File: config.mk
export PLATFORM = sky130hd
export DESIGN_NAME = zincblende_2d_neighbor_index_generator_top_flat
export DESIGN_NICKNAME = d
export VERILOG_FILES = /design/src/hdl/zbni_pkg.sv /design/src/hdl/zbni_if.sv /design/src/hdl/zincblende_2d_neighbor_index_generator_top.sv /design/src/flat_wrapper.sv
export SDC_FILE = /design/constraint.sdc
export NUM_CORES = 2
export LEC_CHECK = 0
export BUFFER_PORTS_ARGS = -buffer_cell sky130_fd_sc_hd__buf_2
export CAP_MARGIN = 25
export CELL_PAD_IN_SITES_DETAIL_PLACEMENT = 1
export CELL_PAD_IN_SITES_GLOBAL_PLACEMENT = 1
export CORE_UTILIZATION = 46
export DETAILED_ROUTE_END_ITERATION = 16
export GPL_TIMING_DRIVEN = 0
export HOLD_SLACK_MARGIN = 0.02
export MAX_ROUTING_LAYER = met4
export PLACE_DENSITY = 0.78
export SLEW_MARGIN = 10
export SYNTH_ARGS = -nofsm -noshare
export SYNTH_HDL_FRONTEND = slang
export SYNTH_SLANG_ARGS = --single-unit
File: constraint.sdc
create_clock -name clk -period 11.4 [get_ports clk]
set_input_delay 1.14 -clock clk [delete_from_list [all_inputs] [get_ports clk]]
set_output_delay 1.14 -clock clk [all_outputs]
set_load 0.02 [all_outputs]
File: src/hdl/zbni_pkg.sv
package zbni_pkg;

  localparam int SITE_W = 20;
  localparam int CFG_W = 10;
  localparam int CFG_IDX_W = 1;
  localparam logic [CFG_W-1:0] CELLS_RESET = 10'd8;
  localparam int MAX_CELLS_X_DEF = 512;
  localparam int MAX_CELLS_Z_DEF = 512;

  // restoring divider: site/2 divided by cells_along_x, a few quotient bits per stage
  localparam int DIV_PER_STAGE = 4;
  localparam int DIV_STAGES = (SITE_W + DIV_PER_STAGE - 1) / DIV_PER_STAGE;
  localparam int DIV_W = DIV_STAGES * DIV_PER_STAGE;

  typedef enum logic [CFG_IDX_W-1:0] {
    REG_CELLS_X = 1'b0,
    REG_CELLS_Z = 1'b1
  } cfg_reg_t;

  typedef logic [SITE_W-1:0] site_t;

  typedef struct packed {
    logic bad;
    logic odd;
    logic j_nx;
    logic k_nz;
    logic j_one;
    logic k_one;
    logic j_two;
    logic j_nxm1;
    logic k_two;
    logic k_nzm1;
  } flags_t;

  typedef struct packed {
    site_t ip1;
    site_t im1;
    site_t ip2;
    site_t im2;
    site_t ipnx;
    site_t imnx;
    site_t imnxp1;
    site_t imnxm1;
    site_t ipnxm1;
    site_t ipnxp1;
    site_t ipnxm2;
    site_t imnxp2;
    site_t ipup;
    site_t ipupp1;
    site_t ipupm1;
    site_t imup;
    site_t imupm1;
    site_t imupp1;
    site_t upp1;
    site_t upp2;
    site_t up;
    site_t tot;
    site_t nx;
    site_t nxm1;
  } terms_t;

endpackage

File: src/hdl/zbni_if.sv
interface zbni_site_if;
  logic valid;
  logic ready;
  logic [zbni_pkg::SITE_W-1:0] site;

  modport source (output valid, output site, input ready);
  modport sink (input valid, input site, output ready);
  modport mon (input valid, input site, input ready);
endinterface

interface zbni_nbr_if;
  logic valid;
  logic ready;
  logic [zbni_pkg::SITE_W-1:0] near_a;
  logic [zbni_pkg::SITE_W-1:0] near_b;
  logic [zbni_pkg::SITE_W-1:0] near_c;
  logic [zbni_pkg::SITE_W-1:0] near_d;
  logic [zbni_pkg::SITE_W-1:0] second_a;
  logic [zbni_pkg::SITE_W-1:0] second_b;
  logic [zbni_pkg::SITE_W-1:0] second_c;
  logic [zbni_pkg::SITE_W-1:0] second_d;
  logic bad_site;

  modport source (output valid, output near_a, output near_b, output near_c, output near_d,
                  output second_a, output second_b, output second_c, output second_d,
                  output bad_site, input ready);
  modport sink (input valid, input near_a, input near_b, input near_c, input near_d,
                input second_a, input second_b, input second_c, input second_d,
                input bad_site, output ready);
  modport mon (input valid, input near_a, input near_b, input near_c, input near_d,
               input second_a, input second_b, input second_c, input second_d,
               input bad_site, input ready);
endinterface

File: src/hdl/zincblende_2d_neighbor_index_generator_top.sv
// Pipeline: 9 register stages: input capture, 5 divider stages at 4 quotient bits each,
//   row/column, sum terms, output.
// Throughput: one site per clock unless rsp.ready stalls the output; each stage moves
// when it is empty or the next one moves. Reset (rst, synchronous, active high) empties
// every stage and sets both cell counts to 8; the box totals are registered from the counts.
module zincblende_2d_neighbor_index_generator_top #(
  parameter int MAX_CELLS_X = zbni_pkg::MAX_CELLS_X_DEF,
  parameter int MAX_CELLS_Z = zbni_pkg::MAX_CELLS_Z_DEF
) (
  input  logic                           clk,
  input  logic                           rst,
  zbni_site_if.sink                      req,
  zbni_nbr_if.source                     rsp,
  input  logic                           cfg_we,
  input  logic [zbni_pkg::CFG_IDX_W-1:0] cfg_index,
  input  logic [zbni_pkg::CFG_W-1:0]     cfg_data
);

  localparam int SW = zbni_pkg::SITE_W;
  localparam int CXW = $clog2(MAX_CELLS_X + 1);
  localparam int CZW = $clog2(MAX_CELLS_Z + 1);
  localparam int TW = CXW + CZW + 1;
  localparam int CW = (TW > SW) ? TW : SW;
  localparam int DS = zbni_pkg::DIV_STAGES;
  localparam int PER = zbni_pkg::DIV_PER_STAGE;
  localparam int DW = zbni_pkg::DIV_W;

  // configuration
  logic [zbni_pkg::CFG_W-1:0] cells_x;
  logic [zbni_pkg::CFG_W-1:0] cells_z;
  logic [CXW-1:0] cx;
  logic [CZW-1:0] cz;
  logic [CXW:0]   nx;
  logic [CZW:0]   nz;
  logic [TW-1:0]  tot;
  logic [TW-1:0]  up;

  always_ff @(posedge clk) begin
    if (rst) begin
      cells_x <= zbni_pkg::CELLS_RESET;
      cells_z <= zbni_pkg::CELLS_RESET;
    end else if (cfg_we) begin
      case (cfg_index)
        zbni_pkg::REG_CELLS_X: cells_x <= cfg_data;
        zbni_pkg::REG_CELLS_Z: cells_z <= cfg_data;
        default: ;
      endcase
    end
  end

  always_comb begin
    if (cells_x < 10'd2) begin
      cx = CXW'(2);
    end else if (32'(cells_x) > MAX_CELLS_X) begin
      cx = CXW'(MAX_CELLS_X);
    end else begin
      cx = CXW'(cells_x);
    end
    if (cells_z < 10'd2) begin
      cz = CZW'(2);
    end else if (32'(cells_z) > MAX_CELLS_Z) begin
      cz = CZW'(MAX_CELLS_Z);
    end else begin
      cz = CZW'(cells_z);
    end
  end

  assign nx = {cx, 1'b0};
  assign nz = {cz, 1'b0};

  always_ff @(posedge clk) begin
    tot <= (TW'(cx) * TW'(cz)) << 1;
    up  <= tot - TW'(nx);
  end

  // pipeline control
  logic [DS:0] d_valid;
  logic [DS:0] d_en;
  logic        c_valid;
  logic        c_en;
  logic        t_valid;
  logic        t_en;
  logic        o_valid;
  logic        o_en;

  assign o_en = !o_valid || rsp.ready;
  assign t_en = !t_valid || o_en;
  assign c_en = !c_valid || t_en;
  assign d_en[DS] = !d_valid[DS] || c_en;
  for (genvar s = 0; s < DS; s++) begin : g_en
    assign d_en[s] = !d_valid[s] || d_en[s+1];
  end
  assign req.ready = d_en[0];

  // input capture
  zbni_pkg::site_t d_site [0:DS];
  logic [CXW-1:0]  d_rem  [1:DS];
  logic [DW-1:0]   d_quo  [1:DS];

  always_ff @(posedge clk) begin
    if (rst) begin
      d_valid[0] <= 1'b0;
    end else if (d_en[0]) begin
      d_valid[0] <= req.valid;
    end
  end

  always_ff @(posedge clk) begin
    if (d_en[0]) begin
      d_site[0] <= req.site;
    end
  end

  // divider stages: (site >> 1) / cx, remainder kept for the column
  for (genvar s = 1; s <= DS; s++) begin : g_div
    logic [CXW-1:0] rem_next;
    logic [DW-1:0]  quo_next;

    always_comb begin
      logic [CXW:0]  trial;
      logic [DW-1:0] dvd;
      dvd = DW'(d_site[s-1] >> 1);
      if (s == 1) begin
        rem_next = '0;
        quo_next = '0;
      end else begin
        rem_next = d_rem[(s == 1) ? 1 : s-1];
        quo_next = d_quo[(s == 1) ? 1 : s-1];
      end
      for (int t = 0; t < PER; t++) begin
        trial = {rem_next, dvd[DW-1-((s-1)*PER+t)]};
        if (trial >= {1'b0, cx}) begin
          rem_next = CXW'(trial - {1'b0, cx});
          quo_next = {quo_next[DW-2:0], 1'b1};
        end else begin
          rem_next = trial[CXW-1:0];
          quo_next = {quo_next[DW-2:0], 1'b0};
        end
      end
    end

    always_ff @(posedge clk) begin
      if (rst) begin
        d_valid[s] <= 1'b0;
      end else if (d_en[s]) begin
        d_valid[s] <= d_valid[s-1];
      end
    end

    always_ff @(posedge clk) begin
      if (d_en[s]) begin
        d_site[s] <= d_site[s-1];
        d_rem[s]  <= rem_next;
        d_quo[s]  <= quo_next;
      end
    end
  end

  // column and row
  zbni_pkg::site_t c_site;
  logic [CXW:0]    c_j;
  zbni_pkg::site_t c_k;
  logic            c_bad;
  logic [CXW:0]    j_raw;
  logic [CXW:0]    j_next;
  zbni_pkg::site_t k_next;
  logic [DW-1:0]   n_even;
  logic            bad_next;

  always_comb begin
    j_raw = {d_rem[DS], d_site[DS][0]};
    j_next = (j_raw == '0) ? nx : j_raw;
    n_even = (j_raw == '0) ? d_quo[DS] : d_quo[DS] + DW'(1);
    if (d_site[DS][0]) begin
      k_next = {d_quo[DS][SW-2:0], 1'b1};
    end else begin
      k_next = {n_even[SW-2:0], 1'b0};
    end
    bad_next = (d_site[DS] == '0) || (CW'(d_site[DS]) > CW'(tot));
  end

  always_ff @(posedge clk) begin
    if (rst) begin
      c_valid <= 1'b0;
    end else if (c_en) begin
      c_valid <= d_valid[DS];
    end
  end

  always_ff @(posedge clk) begin
    if (c_en) begin
      c_site <= d_site[DS];
      c_j    <= j_next;
      c_k    <= k_next;
      c_bad  <= bad_next;
    end
  end

  // edge flags and candidate sums
  zbni_pkg::flags_t flags;
  zbni_pkg::flags_t flags_next;
  zbni_pkg::terms_t terms;
  zbni_pkg::terms_t terms_next;
  zbni_pkg::site_t  nx_s;
  zbni_pkg::site_t  nz_s;
  zbni_pkg::site_t  up_s;
  zbni_pkg::site_t  tot_s;

  assign nx_s  = SW'(nx);
  assign nz_s  = SW'(nz);
  assign up_s  = SW'(up);
  assign tot_s = SW'(tot);

  always_comb begin
    flags_next.bad    = c_bad;
    flags_next.odd    = c_site[0];
    flags_next.j_nx   = (c_j == nx);
    flags_next.k_nz   = (c_k == nz_s);
    flags_next.j_one  = (c_j == (CXW+1)'(1));
    flags_next.k_one  = (c_k == SW'(1));
    flags_next.j_two  = (c_j == (CXW+1)'(2));
    flags_next.j_nxm1 = (c_j == nx - (CXW+1)'(1));
    flags_next.k_two  = (c_k == SW'(2));
    flags_next.k_nzm1 = (c_k == nz_s - SW'(1));

    terms_next.ip1    = c_site + SW'(1);
    terms_next.im1    = c_site - SW'(1);
    terms_next.ip2    = c_site + SW'(2);
    terms_next.im2    = c_site - SW'(2);
    terms_next.ipnx   = c_site + nx_s;
    terms_next.imnx   = c_site - nx_s;
    terms_next.imnxp1 = c_site - nx_s + SW'(1);
    terms_next.imnxm1 = c_site - nx_s - SW'(1);
    terms_next.ipnxm1 = c_site + nx_s - SW'(1);
    terms_next.ipnxp1 = c_site + nx_s + SW'(1);
    terms_next.ipnxm2 = c_site + nx_s - SW'(2);
    terms_next.imnxp2 = c_site - nx_s + SW'(2);
    terms_next.ipup   = c_site + up_s;
    terms_next.ipupp1 = c_site + up_s + SW'(1);
    terms_next.ipupm1 = c_site + up_s - SW'(1);
    terms_next.imup   = c_site - up_s;
    terms_next.imupm1 = c_site - up_s - SW'(1);
    terms_next.imupp1 = c_site - up_s + SW'(1);
    terms_next.upp1   = up_s + SW'(1);
    terms_next.upp2   = up_s + SW'(2);
    terms_next.up     = up_s;
    terms_next.tot    = tot_s;
    terms_next.nx     = nx_s;
    terms_next.nxm1   = nx_s - SW'(1);
  end

  always_ff @(posedge clk) begin
    if (rst) begin
      t_valid <= 1'b0;
    end else if (t_en) begin
      t_valid <= c_valid;
    end
  end

  always_ff @(posedge clk) begin
    if (t_en) begin
      flags <= flags_next;
      terms <= terms_next;
    end
  end

  // rule selection; earlier rules take priority, corners first
  zbni_pkg::site_t r0, r1, r2, r3, r4, r5, r6, r7;
  zbni_pkg::site_t o0, o1, o2, o3, o4, o5, o6, o7;
  logic            o_bad;

  always_comb begin
    if (flags.j_nx && flags.k_nz) begin
      r0 = terms.upp1;   r1 = terms.im1;    r2 = terms.nxm1;   r3 = SW'(1);
      r4 = terms.upp2;   r5 = terms.up;     r6 = terms.im2;    r7 = terms.nx;
    end else if (flags.j_one && flags.k_one) begin
      r0 = terms.upp2;   r1 = terms.tot;    r2 = terms.nx;     r3 = SW'(2);
      r4 = terms.ip2;    r5 = terms.upp1;   r6 = terms.nxm1;   r7 = terms.ipnx;
    end else if (flags.j_nx) begin
      r0 = terms.imnxp1; r1 = terms.im1;    r2 = terms.ipnxm1; r3 = terms.ip1;
      r4 = terms.imnxp2;
      r5 = flags.k_two ? terms.tot : terms.imnx;
      r6 = terms.im2;    r7 = terms.ipnx;
    end else if (flags.k_nz) begin
      r0 = terms.ip1;    r1 = terms.im1;    r2 = terms.imupm1; r3 = terms.imupp1;
      r4 = terms.ip2;    r5 = terms.imnx;
      r6 = flags.j_two ? terms.tot : terms.im2;
      r7 = terms.imup;
    end else if (flags.k_one && !flags.j_one) begin
      r0 = terms.ipupp1; r1 = terms.ipupm1; r2 = terms.im1;    r3 = terms.ip1;
      r4 = flags.j_nxm1 ? SW'(1) : terms.ip2;
      r5 = terms.ipup;   r6 = terms.im2;    r7 = terms.ipnx;
    end else if (flags.j_one) begin
      r0 = terms.imnxp1; r1 = terms.im1;    r2 = terms.ipnxm1; r3 = terms.ip1;
      r4 = terms.ip2;    r5 = terms.imnx;   r6 = terms.ipnxm2;
      r7 = flags.k_nzm1 ? SW'(1) : terms.ipnx;
    end else begin
      if (flags.odd) begin
        r0 = terms.imnxp1; r1 = terms.imnxm1; r2 = terms.im1;    r3 = terms.ip1;
      end else begin
        r0 = terms.ip1;    r1 = terms.im1;    r2 = terms.ipnxm1; r3 = terms.ipnxp1;
      end
      r4 = flags.j_nxm1 ? terms.imnxp2 : terms.ip2;
      r5 = flags.k_two  ? terms.ipup   : terms.imnx;
      r6 = flags.j_two  ? terms.ipnxm2 : terms.im2;
      r7 = flags.k_nzm1 ? terms.imup   : terms.ipnx;
    end
    if (flags.bad) begin
      r0 = '0; r1 = '0; r2 = '0; r3 = '0;
      r4 = '0; r5 = '0; r6 = '0; r7 = '0;
    end
  end

  always_ff @(posedge clk) begin
    if (rst) begin
      o_valid <= 1'b0;
    end else if (o_en) begin
      o_valid <= t_valid;
    end
  end

  always_ff @(posedge clk) begin
    if (o_en) begin
      o0 <= r0; o1 <= r1; o2 <= r2; o3 <= r3;
      o4 <= r4; o5 <= r5; o6 <= r6; o7 <= r7;
      o_bad <= flags.bad;
    end
  end

  assign rsp.valid    = o_valid;
  assign rsp.near_a   = o0;
  assign rsp.near_b   = o1;
  assign rsp.near_c   = o2;
  assign rsp.near_d   = o3;
  assign rsp.second_a = o4;
  assign rsp.second_b = o5;
  assign rsp.second_c = o6;
  assign rsp.second_d = o7;
  assign rsp.bad_site = o_bad;

endmodule

File: src/flat_wrapper.sv
// flat-port wrapper written by rule: the top's interface ports become plain ports
module zincblende_2d_neighbor_index_generator_top_flat 
#(
  parameter int MAX_CELLS_X = zbni_pkg::MAX_CELLS_X_DEF,
  parameter int MAX_CELLS_Z = zbni_pkg::MAX_CELLS_Z_DEF
)
  (clk, rst, cfg_we, cfg_index, cfg_data, req_valid, req_site, req_ready, rsp_valid, rsp_near_a, rsp_near_b, rsp_near_c, rsp_near_d, rsp_second_a, rsp_second_b, rsp_second_c, rsp_second_d, rsp_bad_site, rsp_ready);
  zbni_site_if req_i ();
  zbni_nbr_if rsp_i ();
  input  logic clk;
  input  logic rst;
  input  logic cfg_we;
  input  logic [zbni_pkg::CFG_IDX_W-1:0] cfg_index;
  input  logic [zbni_pkg::CFG_W-1:0] cfg_data;
  input wire logic [$bits(req_i.valid)-1:0] req_valid;
  input wire logic [$bits(req_i.site)-1:0] req_site;
  output wire logic [$bits(req_i.ready)-1:0] req_ready;
  output wire logic [$bits(rsp_i.valid)-1:0] rsp_valid;
  output wire logic [$bits(rsp_i.near_a)-1:0] rsp_near_a;
  output wire logic [$bits(rsp_i.near_b)-1:0] rsp_near_b;
  output wire logic [$bits(rsp_i.near_c)-1:0] rsp_near_c;
  output wire logic [$bits(rsp_i.near_d)-1:0] rsp_near_d;
  output wire logic [$bits(rsp_i.second_a)-1:0] rsp_second_a;
  output wire logic [$bits(rsp_i.second_b)-1:0] rsp_second_b;
  output wire logic [$bits(rsp_i.second_c)-1:0] rsp_second_c;
  output wire logic [$bits(rsp_i.second_d)-1:0] rsp_second_d;
  output wire logic [$bits(rsp_i.bad_site)-1:0] rsp_bad_site;
  input wire logic [$bits(rsp_i.ready)-1:0] rsp_ready;
  assign req_i.valid = req_valid;
  assign req_i.site = req_site;
  assign req_ready = req_i.ready;
  assign rsp_valid = rsp_i.valid;
  assign rsp_near_a = rsp_i.near_a;
  assign rsp_near_b = rsp_i.near_b;
  assign rsp_near_c = rsp_i.near_c;
  assign rsp_near_d = rsp_i.near_d;
  assign rsp_second_a = rsp_i.second_a;
  assign rsp_second_b = rsp_i.second_b;
  assign rsp_second_c = rsp_i.second_c;
  assign rsp_second_d = rsp_i.second_d;
  assign rsp_bad_site = rsp_i.bad_site;
  assign rsp_i.ready = rsp_ready;
  zincblende_2d_neighbor_index_generator_top #(.MAX_CELLS_X(MAX_CELLS_X), .MAX_CELLS_Z(MAX_CELLS_Z)) u_core (.clk(clk), .rst(rst), .req(req_i), .rsp(rsp_i), .cfg_we(cfg_we), .cfg_index(cfg_index), .cfg_data(cfg_data));
endmodule
==> summary.md <==
| Metric | Value |
|---|---|
| Overflow left after global routing | 0 |
| Synthesized cell area | 57300 um2 |
| Routed wire length per instance | 27.6 um |
| Cells after DPL | 7241 |
| XOR/XNOR Fraction of Synth Area | 7.89% |
| Slowest stage cell on the critical path | sky130_fd_sc_hd__dfxtp_1 |
| Mean cell area of the mapped netlist | between 10 and 15 um2 |
| Number of antenna violations at the first check in global routing | 4 |
| Via Count | 45800 |
| Max Clock Skew | 0.0331 ns |
| Final Slew Violations | 0 |
| CP startpoint kind | register |
| Hold buffers post-CTS | 0 |
| Clock transition at the register clock pins on the worst setup and hold paths after CTS | 0.07 ns |
| Synth-to-layout area growth | 13.3% |
| Setup-failing EPs final | 0 |
| Mux contribution to synthesized area | 2.84% |
| Type of the worst setup path | reg -> reg |
| IO Count | 199 |
| Clk Tree Root Cell | sky130_fd_sc_hd__clkbuf_16 |
| Worst skew pair latency | 0.75 ns |
| TritonCTS clock tree | done |
| Slew of the pin with the lowest slew margin | 1.18 ns |
| Final std cells w/o fill | 7460 |
| Total global routing track utilization | between 30% and 40% |
| Number of flops mapped to enable cells by yosys | 864 |
| Number of remaining DRC errors | 0 |
| Time the final worst path needs with I/O delays and setup | between 10 and 15 ns |
| Floorplan die height | 355 um |
| Flops & latches, synth | 932 |
| CP max stage delay | approximately 0.46 ns |
| CP arrival | 11.51 ns |
| First DRT Iteration DRCs | 4930 |
| Compound-cell area share of the yosys netlist | between 10% and 20% |
| Standard-cell rows | around 130 |
| Post-layout net count | 6209 |
| Detailed Place HPWL | 158 mm |
| Overall die area | around 130000 um2 |
| CP startpoint | u_core.cells_x[9] |
| # H-tree levels | 3 |
| Routed vias/inst | 6.14 |
| Starting Density | 46.3% |
| Fraction of final layout cells with drive strength greater than 1 | roughly an eighth |
| Vias in the first global route | 47300 |
| Sink Count | 932 |
| Run status | complete, no violations |
| Pin count of the biggest net entering global routing | 125 |
| Kind of capture point of the worst setup path | register |
| Required time at the worst-slack endpoint | 11.88 ns |
| Adder and majority gate portion of the synthesized area | 10.8% |
| Die Width | 355 um |
| Cell variety after synth | 114 |
| Buffers on Ports | between 150 and 200 |
| Post-synthesis simple-gate area fraction | 14.1% |
| Combinational family with the most area after synthesis | simple AND/OR/NAND/NOR gates |
| Maximum clock rate | 90.6 MHz |
| Hold Fails Final Rpt | 0 |
| Hold Startpoint | u_core.d_site[0][10] |
| First-pass GRT wire length | roughly 300 mm |
| Clock buffer depth | 3 |
| Share of the core filled with cells | 52.5% |
| Async set-or-reset flop fraction in the synthesized netlist | 0% |
| Count of antenna-violating nets left after detailed routing | 0 |
| Source of the worst register-to-register timing path | u_core.cells_x[9] |
| Max cap viols | 0 |
| Floorplan Core Area | 124000 um2 |
| Pre-Repair DR Iteration Count | 7 |
| Number of instances in the synthesized netlist | 5366 |
| Final worst path period share | 96.8% |
| Tightest slew margin relative to the limit | a little over a fifth |
| Total wire length after detailed routing | a little over 200 mm |
| Final RePlAce weighted congestion | 1.00 |
| Worst min-delay path class | reg -> reg |
| Primary FF master, synth | sky130_fd_sc_hd__edfxtp_1 |
| Synth warn | 0 |
| CP Max Fanout | 30 |
| Proportion of synthesized chip area in sequential cells | approximately 48% |
| Number of buffers added by the clock tree synthesis step | 104 |
## critical path, delay by kind of cell (launching register included)
kind | cells | cell delay (ns)
AOI/OAI and AO/OA | 16 | 3.39
DFF | 1 | 0.46
adders and majority gates | 4 | 1.30
and+or+nand+nor | 10 | 1.95
buffers and inverters | 11 | 2.39
muxes | 4 | 1.20
## through the flow
step                setup TNS, ns  hold slack (ns)  cell area, um2  setup slack, ns
floorplan                       0            0.400           57300           0.0987
global route               -0.446            0.423           64900          -0.0853
finish                          0            0.416           64900            0.368
detailed placement         -68.03            0.406           61100            -1.88
CTS                             0            0.415           64600         0.000726
global placement         -1431.93            0.401           60300            -5.61
## final timing paths
path,endpoint,slack (ns),depth (start not counted)
setup / recovery,u_core.d_rem[0][31],0.37,45
hold / removal,u_core.d_site[1][10],0.42,0
setup reg to reg,u_core.d_rem[0][31],0.37,45
hold reg to reg,u_core.d_site[1][10],0.42,0
## final cells by class
class	instances	area [um2]
fillers	13400	58700
multi-input cells	3910	28300
flip-flops and latches	932	27300
clock buffers	132	2730
well taps	1637	2050
repair buffers	258	1780
inverters	321	1230
plain buffers	205	920
clock inverters	62	619
diodes	3	7.51
## cells by family (layout without fill, tap and decap cells)
| kind of cell | after synthesis | in the layout |
|---|---|---|
| and+or+nand+nor | 1685 | 1685 |
| xor gates and xnor gates | 512 | 512 |
| AOI/OAI and AO/OA | 1129 | 1129 |
| buffers and inverters | 528 | 978 |
| adders and majority gates | 441 | 441 |
| other | 1 | 8 |
| muxes | 138 | 138 |
| DFF | 932 | 932 |
## state kept, by name, indices dropped and copies added (netlist names), 11 cells and up
register and count:
u_core.rsp.second_a 20, u_core.d_quo 55, u_core.c_j 11, u_core.rsp.near_c 20, u_core.rsp.near_d 19, u_core.d_site 120
u_core.rsp.second_c 20, u_core.terms 420, u_core.rsp.second_d 20, u_core.d_rem 50, u_core.up 19, u_core.c_k 20
u_core.tot 20, u_core.rsp.second_b 20, u_core.c_site 19, u_core.rsp.near_a 19, u_core.rsp.near_b 20
## routing by layer
metal / vias up / global-route usage (%) / share of wire [%]
li1: 20300 / - / -
met3: 605 / 3.94 / 6.4
met4: 0 / 21.4 / 7.6
met1: 23000 / 38.8 / 38
met2: 1925 / 53.8 / 48
met5: - / - / 0
## placed cells by master, fill, tap and decap left out, drive strengths merged, types with 99 or more instances in the layout
master / instances
clkbuf: 294
buf: 301
inv: 321
o21ai: 223
nor2: 511
xnor2: 351
nand2: 432
a21oi: 321
mux2: 99
nand3: 158
edfxtp: 864
nor3: 134
ha: 355
xor2: 161
## synthesized netlist by cell type (all sizes together) (84+ instances only)
| cell | number | area, um2 |
|---|---|---|
| inv | 317 | 1190 |
| mux2 | 99 | 1230 |
| nand3 | 158 | 791 |
| ha | 355 | 4440 |
| clkbuf | 163 | 613 |
| nand2 | 432 | 1630 |
| nor2 | 511 | 1930 |
| xor2 | 161 | 1410 |
| nor2b | 84 | 526 |
| nor3 | 134 | 702 |
| xnor2 | 351 | 3110 |
| a21oi | 321 | 1620 |
| o21ai | 223 | 1120 |
| edfxtp | 864 | 25900 |
| fa | 86 | 1720 |
## repair_timing
action | in CTS | in global routing
pin swaps | 5 | 9
buffers inserted | 3 | 16
endpoints found under the setup margin | 44 | 52
resized for setup | 39 | 45
Power is not shown: default switching activity piles up to over one toggle a cycle in this logic, so the estimate is an artifact.
